## src/hdl/rpn_stack_evaluator_defines.svh

```systemverilog
// ----------------------------------------------------------------------------
// rpn stack evaluator assertion macros
// shared concurrent assertion forms, compiled out for synthesis
// ----------------------------------------------------------------------------
`ifndef RPN_STACK_EVALUATOR_DEFINES_SVH
`define RPN_STACK_EVALUATOR_DEFINES_SVH

`ifndef SYNTHESIS
`define RPN_ASSERT_IMP(label, ante, cons) \
    label: assert property (@(posedge clk) disable iff (!rst_n) (ante) |-> (cons)) \
        else $error("rpn assertion failed");
`define RPN_ASSERT_NXT(label, ante, cons) \
    label: assert property (@(posedge clk) disable iff (!rst_n) (ante) |=> (cons)) \
        else $error("rpn assertion failed");
`else
`define RPN_ASSERT_IMP(label, ante, cons)
`define RPN_ASSERT_NXT(label, ante, cons)
`endif

`endif

```

## src/hdl/rpn_pkg.sv

```systemverilog
// ----------------------------------------------------------------------------
// rpn package
// constants, codes, command and status types of the rpn stack evaluator
// ----------------------------------------------------------------------------
`timescale 1ns / 1ps
`default_nettype none

package rpn_pkg;

    localparam int STACK_DEPTH = 128;
    localparam int SP_W        = $clog2(STACK_DEPTH + 1);
    localparam int ADDR_W      = $clog2(STACK_DEPTH);
    localparam int DATA_W      = 32;
    localparam int DIV_CNT_W   = $clog2(DATA_W);

    localparam logic [7:0] CH_ZERO  = 8'h30;
    localparam logic [7:0] CH_NINE  = 8'h39;
    localparam logic [7:0] CH_PLUS  = 8'h2B;
    localparam logic [7:0] CH_MINUS = 8'h2D;
    localparam logic [7:0] CH_STAR  = 8'h2A;
    localparam logic [7:0] CH_SLASH = 8'h2F;
    localparam logic [7:0] CH_NL    = 8'h0A;

    typedef enum logic [1:0] {
        ST_OK   = 2'd0,
        ST_FEW  = 2'd1,
        ST_OVER = 2'd2,
        ST_DIV0 = 2'd3
    } status_t;

    typedef enum logic [1:0] {
        CC_DIGIT,
        CC_OP,
        CC_NEWLINE,
        CC_OTHER
    } char_class_t;

    typedef enum logic [1:0] {
        OP_ADD,
        OP_SUB,
        OP_MUL,
        OP_DIV
    } op_t;

    typedef enum logic [1:0] {
        RES_ALU,
        RES_DIV,
        RES_TOP,
        RES_ZERO
    } res_src_t;

    typedef enum logic {
        RD_TOP,
        RD_SECOND
    } rd_sel_t;

    typedef enum logic [2:0] {
        S_IDLE,
        S_RD_A,
        S_EXEC,
        S_DIV,
        S_WRITE,
        S_NL,
        S_EMIT
    } state_t;

    typedef struct packed {
        logic     rd_en;
        rd_sel_t  rd_sel;
        logic     push;
        logic     wb;
        logic     sp_clear;
        logic     skip_set;
        logic     skip_clear;
        logic     op_load;
        logic     b_load;
        logic     div_start;
        logic     res_load;
        res_src_t res_src;
        status_t  res_status;
        logic     out_load;
    } cmd_t;

    typedef struct packed {
        logic sp_zero;
        logic sp_lt2;
        logic sp_full;
        logic skip;
        logic b_zero;
        logic op_div;
        logic div_done;
        logic out_free;
    } stat_t;

    function automatic char_class_t char_class(input logic [7:0] c);
        char_class_t cls;
        case (c) inside
            [CH_ZERO:CH_NINE]:                     cls = CC_DIGIT;
            CH_PLUS, CH_MINUS, CH_STAR, CH_SLASH:  cls = CC_OP;
            CH_NL:                                 cls = CC_NEWLINE;
            default:                               cls = CC_OTHER;
        endcase
        return cls;
    endfunction

    function automatic op_t char_op(input logic [7:0] c);
        op_t op;
        case (c)
            CH_MINUS: op = OP_SUB;
            CH_STAR:  op = OP_MUL;
            CH_SLASH: op = OP_DIV;
            default:  op = OP_ADD;
        endcase
        return op;
    endfunction

endpackage

`default_nettype wire

```

## src/hdl/rpn_controller.sv

```systemverilog
// ----------------------------------------------------------------------------
// rpn controller
// state machine that decodes characters and sequences the datapath
// ----------------------------------------------------------------------------
`timescale 1ns / 1ps
`default_nettype none

`include "rpn_stack_evaluator_defines.svh"

module rpn_controller (
    input  wire logic           clk,
    input  wire logic           rst_n,
    input  wire logic           in_valid,
    output logic                in_ready,
    input  wire logic [7:0]     char_code,
    input  wire rpn_pkg::stat_t stat,
    output rpn_pkg::cmd_t       cmd
);

    rpn_pkg::state_t state_reg, state_next;

    always_ff @(posedge clk or negedge rst_n)
    begin
        if (!rst_n)
        begin
            state_reg <= rpn_pkg::S_IDLE;
        end
        else
        begin
            state_reg <= state_next;
        end
    end

    always_comb
    begin
        state_next = state_reg;
        cmd        = '0;
        in_ready   = 1'b0;
        unique case (state_reg)
            rpn_pkg::S_IDLE:
            begin
                in_ready = 1'b1;
                if (in_valid)
                begin
                    unique case (rpn_pkg::char_class(char_code))
                        rpn_pkg::CC_NEWLINE:
                        begin
                            cmd.sp_clear = 1'b1;
                            if (stat.skip)
                            begin
                                cmd.skip_clear = 1'b1;
                            end
                            else if (stat.sp_zero)
                            begin
                                cmd.res_load   = 1'b1;
                                cmd.res_src    = rpn_pkg::RES_ZERO;
                                cmd.res_status = rpn_pkg::ST_FEW;
                                state_next     = rpn_pkg::S_EMIT;
                            end
                            else
                            begin
                                cmd.sp_clear = 1'b0;
                                cmd.rd_en    = 1'b1;
                                cmd.rd_sel   = rpn_pkg::RD_TOP;
                                state_next   = rpn_pkg::S_NL;
                            end
                        end
                        rpn_pkg::CC_DIGIT:
                        begin
                            if (!stat.skip)
                            begin
                                if (stat.sp_full)
                                begin
                                    cmd.sp_clear   = 1'b1;
                                    cmd.skip_set   = 1'b1;
                                    cmd.res_load   = 1'b1;
                                    cmd.res_src    = rpn_pkg::RES_ZERO;
                                    cmd.res_status = rpn_pkg::ST_OVER;
                                    state_next     = rpn_pkg::S_EMIT;
                                end
                                else
                                begin
                                    cmd.push = 1'b1;
                                end
                            end
                        end
                        rpn_pkg::CC_OP:
                        begin
                            if (!stat.skip)
                            begin
                                if (stat.sp_lt2)
                                begin
                                    cmd.sp_clear   = 1'b1;
                                    cmd.skip_set   = 1'b1;
                                    cmd.res_load   = 1'b1;
                                    cmd.res_src    = rpn_pkg::RES_ZERO;
                                    cmd.res_status = rpn_pkg::ST_FEW;
                                    state_next     = rpn_pkg::S_EMIT;
                                end
                                else
                                begin
                                    cmd.op_load = 1'b1;
                                    cmd.rd_en   = 1'b1;
                                    cmd.rd_sel  = rpn_pkg::RD_TOP;
                                    state_next  = rpn_pkg::S_RD_A;
                                end
                            end
                        end
                        default:
                        begin
                        end
                    endcase
                end
            end
            rpn_pkg::S_RD_A:
            begin
                cmd.b_load = 1'b1;
                cmd.rd_en  = 1'b1;
                cmd.rd_sel = rpn_pkg::RD_SECOND;
                state_next = rpn_pkg::S_EXEC;
            end
            rpn_pkg::S_EXEC:
            begin
                if (stat.op_div)
                begin
                    if (stat.b_zero)
                    begin
                        cmd.sp_clear   = 1'b1;
                        cmd.skip_set   = 1'b1;
                        cmd.res_load   = 1'b1;
                        cmd.res_src    = rpn_pkg::RES_ZERO;
                        cmd.res_status = rpn_pkg::ST_DIV0;
                        state_next     = rpn_pkg::S_EMIT;
                    end
                    else
                    begin
                        cmd.div_start = 1'b1;
                        state_next    = rpn_pkg::S_DIV;
                    end
                end
                else
                begin
                    cmd.res_load = 1'b1;
                    cmd.res_src  = rpn_pkg::RES_ALU;
                    state_next   = rpn_pkg::S_WRITE;
                end
            end
            rpn_pkg::S_DIV:
            begin
                if (stat.div_done)
                begin
                    cmd.res_load = 1'b1;
                    cmd.res_src  = rpn_pkg::RES_DIV;
                    state_next   = rpn_pkg::S_WRITE;
                end
            end
            rpn_pkg::S_WRITE:
            begin
                cmd.wb     = 1'b1;
                state_next = rpn_pkg::S_IDLE;
            end
            rpn_pkg::S_NL:
            begin
                cmd.sp_clear   = 1'b1;
                cmd.res_load   = 1'b1;
                cmd.res_src    = rpn_pkg::RES_TOP;
                cmd.res_status = rpn_pkg::ST_OK;
                state_next     = rpn_pkg::S_EMIT;
            end
            rpn_pkg::S_EMIT:
            begin
                if (stat.out_free)
                begin
                    cmd.out_load = 1'b1;
                    state_next   = rpn_pkg::S_IDLE;
                end
            end
            default:
            begin
                state_next = rpn_pkg::S_IDLE;
            end
        endcase
    end

    `RPN_ASSERT_IMP(a_out_load_free, cmd.out_load, stat.out_free)
    `RPN_ASSERT_IMP(a_wb_has_operands, cmd.wb, !stat.sp_lt2)
    `RPN_ASSERT_NXT(a_div_start_waits, cmd.div_start, state_reg == rpn_pkg::S_DIV)
    `RPN_ASSERT_NXT(a_div_done_writes, (state_reg == rpn_pkg::S_DIV) && stat.div_done,
                    state_reg == rpn_pkg::S_WRITE)

endmodule

`default_nettype wire

```

## config.mk

```make
export PLATFORM = sky130hd
export DESIGN_NAME = rpn_controller
export DESIGN_NICKNAME = d
export VERILOG_FILES = /design/src/hdl/rpn_pkg.sv /design/src/hdl/rpn_controller.sv
export VERILOG_INCLUDE_DIRS = /design/src /design/src/hdl
export SDC_FILE = /design/constraint.sdc
export NUM_CORES = 1
export LEC_CHECK = 0
export BUFFER_PORTS_ARGS = -buffer_cell sky130_fd_sc_hd__buf_2
export CAP_MARGIN = 40
export CORE_MARGIN = 8
export CORE_UTILIZATION = 47
export DETAILED_ROUTE_END_ITERATION = 7
export PLACE_DENSITY = 0.83
export SYNTH_ARGS = -nofsm -noshare
export SYNTH_HDL_FRONTEND = slang
export SYNTH_SLANG_ARGS = --single-unit
```

## constraint.sdc

```tcl
create_clock -name clk -period 6.3 [get_ports clk]
set_input_delay 0.63 -clock clk [delete_from_list [all_inputs] [get_ports clk]]
set_output_delay 0.63 -clock clk [all_outputs]
set_load 0.01 [all_outputs]
```

==> results.tsv, run 1 <==
metric	value	unit
intPower	120	uW
grt_pass1_vias	850	
fin_skew	0.00697	ns
core-area	1330	um^2
synth_top_area_frac	0.110	
cp_max_fo	5	
status	finished, final reports clean	
die_h	54.1	um
cts_buffers	3	
fmax	295	MHz
layout_min_cycle_time	3.39	ns
synth-seq-area-share	0.110	
crit_type	input pin to primary output	
fin_nets	156	
ios	36	
cts_buffer_depth	2	
ant_nets	0	
insertion_delay	0.24	ns
drive_above_1_share	0.394	
vias_per_cell	5.83	
cts-root-buf	clkbuf_4	
grt_first_pass_wirelength	3640	um
io_buffer_count	35	
syn_inst	96	
max_slew.worst_pin.slew	0.619	ns
power_density	281	nW/um^2
async_flop_share	1.00	
maxCapViolations	0	
synthFlopType	dfrtp_1	
dieArea	2930	um^2
syn_area_per_cell	7.12	um^2
cts_resized	0	
diodes	0	
drt_iter0_markers	30	
setup_violations	0	
worst_setup_path_end_kind	primary output	
grt_max_degree	11	
area_growth_syn_to_layout	28.4	%
switchingPower	126	uW
wire_per_inst	14.8	um
finalWorstSetupSlack	2.91	ns
clkPwrFrac	0.146	
gr-total-overflow	0	
initial_core_util	0.512	
ys_types	48	
hold_viol_final	0	
drv_slew	0	
relSlewSlack	0.583	
cp-start-kind	input pin	
comb_power_share	0.685	
cts.sinks	3	
cts_tree	yes	
ys_seq_elements	3	
track_usage	0.157	
p_leak	0.458	nW
holdCritPathClass	input pin to async pin	
yosys-top-cells-count	nand2_1, nor2_1, a21oi_1	
post-route-period-util	0.537	
syn_nets	119	
synth_area	683	um^2
antenna_found_initial	0	
ir_worst_vdd	141	uV
yosysTopAreaCell	dfrtp_1	
rsz0062_at_grt	no	
dp.final_hpwl	1830	um
dp_slack	2.93	ns
sequentialPowerShare	0.169	
gp_congestion	0.921	
drc	0	
largest_register_ffs	3	
yosys-top-cells-area	dfrtp_1, ha_1, nand2_1	
ctsHoldBuffers	0	
critPathRequiredTime	5.67	ns
post_cts_buffers	0	
switching_share	0.513	
synth_edf_count	0	
die_w	54.1	um
clk_pin_slew	0.04	ns
htreeDepth	1	
row_count	13	
vias	857	
fin_setup_tns	0	ns
critPathArrivalTime	2.76	ns
finalWirelength	2180	um
first_pass_iters	4	
synth-warning-count	0	
## through the flow
stage	hold slack [ns]	instances	cell area, um^2	power [mW]	utilization
after global placement	0.423	143	851	0.208	0.638
after floorplan	0.334	96	683	0.161	-
after CTS	0.166	147	877	0.246	0.658
final	0.170	147	877	0.246	0.658
after detailed placement	0.425	143	851	0.209	0.638
after global routing	0.164	147	877	0.269	0.658
## cell usage in the layout, fill, tap and decap left out, types with 2 or more instances in the layout
master,count
buf_2,35
nand2_1,11
nor2_1,11
a21oi_1,6
nand2b_1,4
inv_1,4
ha_1,4
o21ai_0,3
nor3b_1,3
o21ai_1,3
clkbuf_4,3
dfrtp_1,3
nor3_1,2
inv_2,2
nor2_2,2
nand3b_1,2
o22ai_1,2
## metal layers
metal  share of wire  vias to the layer above  GRT usage
met3            0.11                        2     0.0579
li1                -                      422          -
met1            0.42                      386      0.184
met4          0.0023                        0     0.0369
met2            0.47                       47      0.263
met5               0                        -          0
## power by group through the flow
stage | clock network [mW] | logic (mW) | registers (mW)
finish | 0.0360 | 0.169 | 0.0416
global route | 0.0396 | 0.186 | 0.0434
CTS | 0.0366 | 0.168 | 0.0415
detailed placement | 0 | 0.167 | 0.0418
global placement | 0 | 0.166 | 0.0414
floorplan | 0 | 0.125 | 0.0358
## cells by family after synthesis
family | after synthesis | share of synthesized area
adder cells (fa/ha/maj) | 4 | 0.0733
buffers and inverters | 9 | 0.0714
AND/OR/NAND/NOR | 53 | 0.465
flip-flops | 3 | 0.110
multiplexers | 1 | 0.0147
AO/OA/AOI/OAI | 26 | 0.266
## critical path, cell delays in order
cell,delay (ns)
buf_2,0.11
or3b_1,0.38
nand4_1,0.11
and3_1,0.30
inv_2,0.08
ha_1,0.20
or4b_4,0.50
a21o_4,0.22
o211ai_2,0.07
buf_2,0.15
## final timing paths
kind	to	cells after the start	startpoint	slack (ns)
max in group asynchronous	state_reg[0]	1	rst_n	6.02
min in group clk	state_reg[2]	2	stat[0]	0.62
max reg2reg	state_reg[1]	4	state_reg[2]	4.65
max	cmd[5]	10	char_code[2]	2.91
min reg2reg	state_reg[2]	2	state_reg[1]	0.67
min	state_reg[2]	1	rst_n	0.17
## area by class of cell
cell class	count	area, um^2
clock buffer	4	26.3
tap	15	18.8
inverter	6	22.5
timing repair buffer	35	175
fill	119	457
multi-input combinational	84	559
sequential	3	75.1
Power figures use the tool's default switching activity.
==> run 2, diff against run 1 <==
--- a/config.mk
+++ b/config.mk
@@ -9,9 +9,9 @@
 export BUFFER_PORTS_ARGS = -buffer_cell sky130_fd_sc_hd__buf_2
 export CAP_MARGIN = 40
 export CORE_MARGIN = 8
-export CORE_UTILIZATION = 47
+export CORE_UTILIZATION = 44
 export DETAILED_ROUTE_END_ITERATION = 7
-export PLACE_DENSITY = 0.83
+export PLACE_DENSITY = 0.78
 export SYNTH_ARGS = -nofsm -noshare
 export SYNTH_HDL_FRONTEND = slang
 export SYNTH_SLANG_ARGS = --single-unit
==> constraint.sdc (replaced) <==
create_clock -name clk -period 3.18 [get_ports clk]
set_input_delay 0.318 -clock clk [delete_from_list [all_inputs] [get_ports clk]]
set_output_delay 0.318 -clock clk [all_outputs]
set_load 0.01 [all_outputs]
==> run 2 against run 1 <==
  * Sequential share of layout area fell by 0.11 points
  * Combinational power rose by 93%
  * Die area rose by 4.8%
  * Cell count rose by 1.4%
  * Total power rose by 92%
  * Routed wire length fell by 9.8%
  * Highest routed layer unchanged
  * Critical path depth did not move
  * Sequential cell count did not move
  * Final area rose by 1.3%
  * Count of clock-buffer cells in the layout did not move
==> results.tsv, run 2 (synthesized netlist as in run 1, its figures left out) <==
metric	value	unit
drv_slew	0	
clk_pin_slew	0.03	ns
cpMaxStageDelayCell	or4b_4	
cts-root-buf	clkbuf_4	
grt_max_degree	11	
die_h	55.4	um
drc	0	
diodes	0	
mostFrequentLayoutCell	buf_2	
max_slew.worst_pin.slew	0.541	ns
cp-start-kind	input pin	
relSlewSlack	0.635	
clkPwrFrac	0.136	
track_usage	0.129	
post-route-period-util	0.850	
critPathArrivalTime	2.38	ns
placed_cell_area	852	um^2
rsz0062_at_grt	no	
fin_nets	157	
dieArea	3070	um^2
cts.sinks	3	
status	finished, final reports clean	
htreeDepth	1	
fin_skew	0.00114	ns
antenna_found_initial	0	
drt_iter0_markers	21	
fin_setup_tns	0	ns
max_stage_delay	0.50	ns
dp.final_hpwl	1670	um
gr-total-overflow	0	
wire_per_inst	13.2	um
intPower	238	uW
area_growth_syn_to_layout	30.0	%
met3_usage	0.0342	
cts_tree	yes	
insertion_delay	0.23	ns
maxCapViolations	0	
power_density	532	nW/um^2
ant_nets	0	
post_cts_buffers	0	
switching_share	0.496	
die_w	55.4	um
comb_power_share	0.692	
vias	803	
drive_above_1_share	0.391	
whs	0.318	ns
setup_violations	0	
final_cell_mix	buf_2, nand2_1, nor2_1	
use_met2	0.224	
core-area	1490	um^2
ios	36	
endpoint	cmd[5]	
busiest_layer	met2	
p_leak	0.462	nW
cts_buffer_depth	2	
fmax	370	MHz
vias_per_cell	5.39	
critPathRequiredTime	2.86	ns
ir_worst_vdd	322	uV
cts_buffers	3	
largest_register_ffs	3	
hold_viol_final	0	
r2r_end	state_reg[1]	
ctsHoldBuffers	1	
switchingPower	234	uW
use_met1	0.139	
gp_congestion	0.841	
grt_pass1_vias	827	
crit_type	input pin to primary output	
worst_setup_path_end_kind	primary output	
io_buffer_count	35	
sequentialPowerShare	0.173	
final_cell_area	888	um^2
grt_first_pass_wirelength	3510	um
r2r-start	state_reg[2]	
row_count	14	
rrSetupSlack	1.59	ns
first_pass_iters	4	
worst_r2r_path_depth	4	
crit_start	char_code[2]	
cts_resized	0	
cp_common_cell	buf_2	
initial_core_util	0.459	
holdCritPathClass	input pin to flip-flop	
critical_path.cell_chain	buf_2 > or3b_1 > nand4_1 > and3_1 > inv_2 > ha_1 > or4b_4 > a21o_4 > o211ai_2 > buf_2	
p_total	472	uW
layout_min_cycle_time	2.70	ns
finalWirelength	1970	um
cp_max_fo	5	
fin_util	0.597	
## run 2: layer usage
layer | wire length [um] | vias up
met5 | 0 | -
met3 | 137 | 2
li1 | - | 426
met2 | 981 | 22
met1 | 833 | 353
met4 | 14 | 0
## run 2: final cells by class
class	instances	area (um^2)
fillers	148	601
multi-input cells	84	559
repair buffers	36	185
flip-flops and latches	3	75.1
clock buffers	4	26.3
inverters	6	22.5
well taps	16	20.0
## run 2: how the worst min path moves through the flow
stage / from / slack [ns] / cells after the start / end
final: stat[0] / 0.32 / 2 / state_reg[2]
after global routing: stat[0] / 0.33 / 2 / state_reg[2]
after CTS: stat[0] / 0.31 / 2 / state_reg[2]
after detailed placement: rst_n / 0.12 / 1 / state_reg[0]
after global placement: rst_n / 0.11 / 1 / state_reg[1]
after floorplan: rst_n / 0.02 / 0 / state_reg[0]
## run 2: worst max-delay path: cells and delay by family
family	cells	cell delay [ns]
fa+ha+maj	1	0.20
buf+inv	3	0.33
simple gates	4	1.25
compound gates	2	0.29
## run 2: stage by stage
stage                     setup slack [ns]  std cells
after global placement               0.526        144
after global routing                 0.344        149
after CTS                            0.467        149
after detailed placement             0.461        144
final                                0.478        149
after floorplan                      0.808         96
## run 2: power by group through the flow
stage | Combinational, mW | Sequential (mW) | Clock [mW]
final | 0.327 | 0.0815 | 0.0641
after global routing | 0.369 | 0.0854 | 0.0698
after CTS | 0.330 | 0.0809 | 0.0674
after detailed placement | 0.327 | 0.0815 | 0
after global placement | 0.323 | 0.0808 | 0
after floorplan | 0.248 | 0.0709 | 0
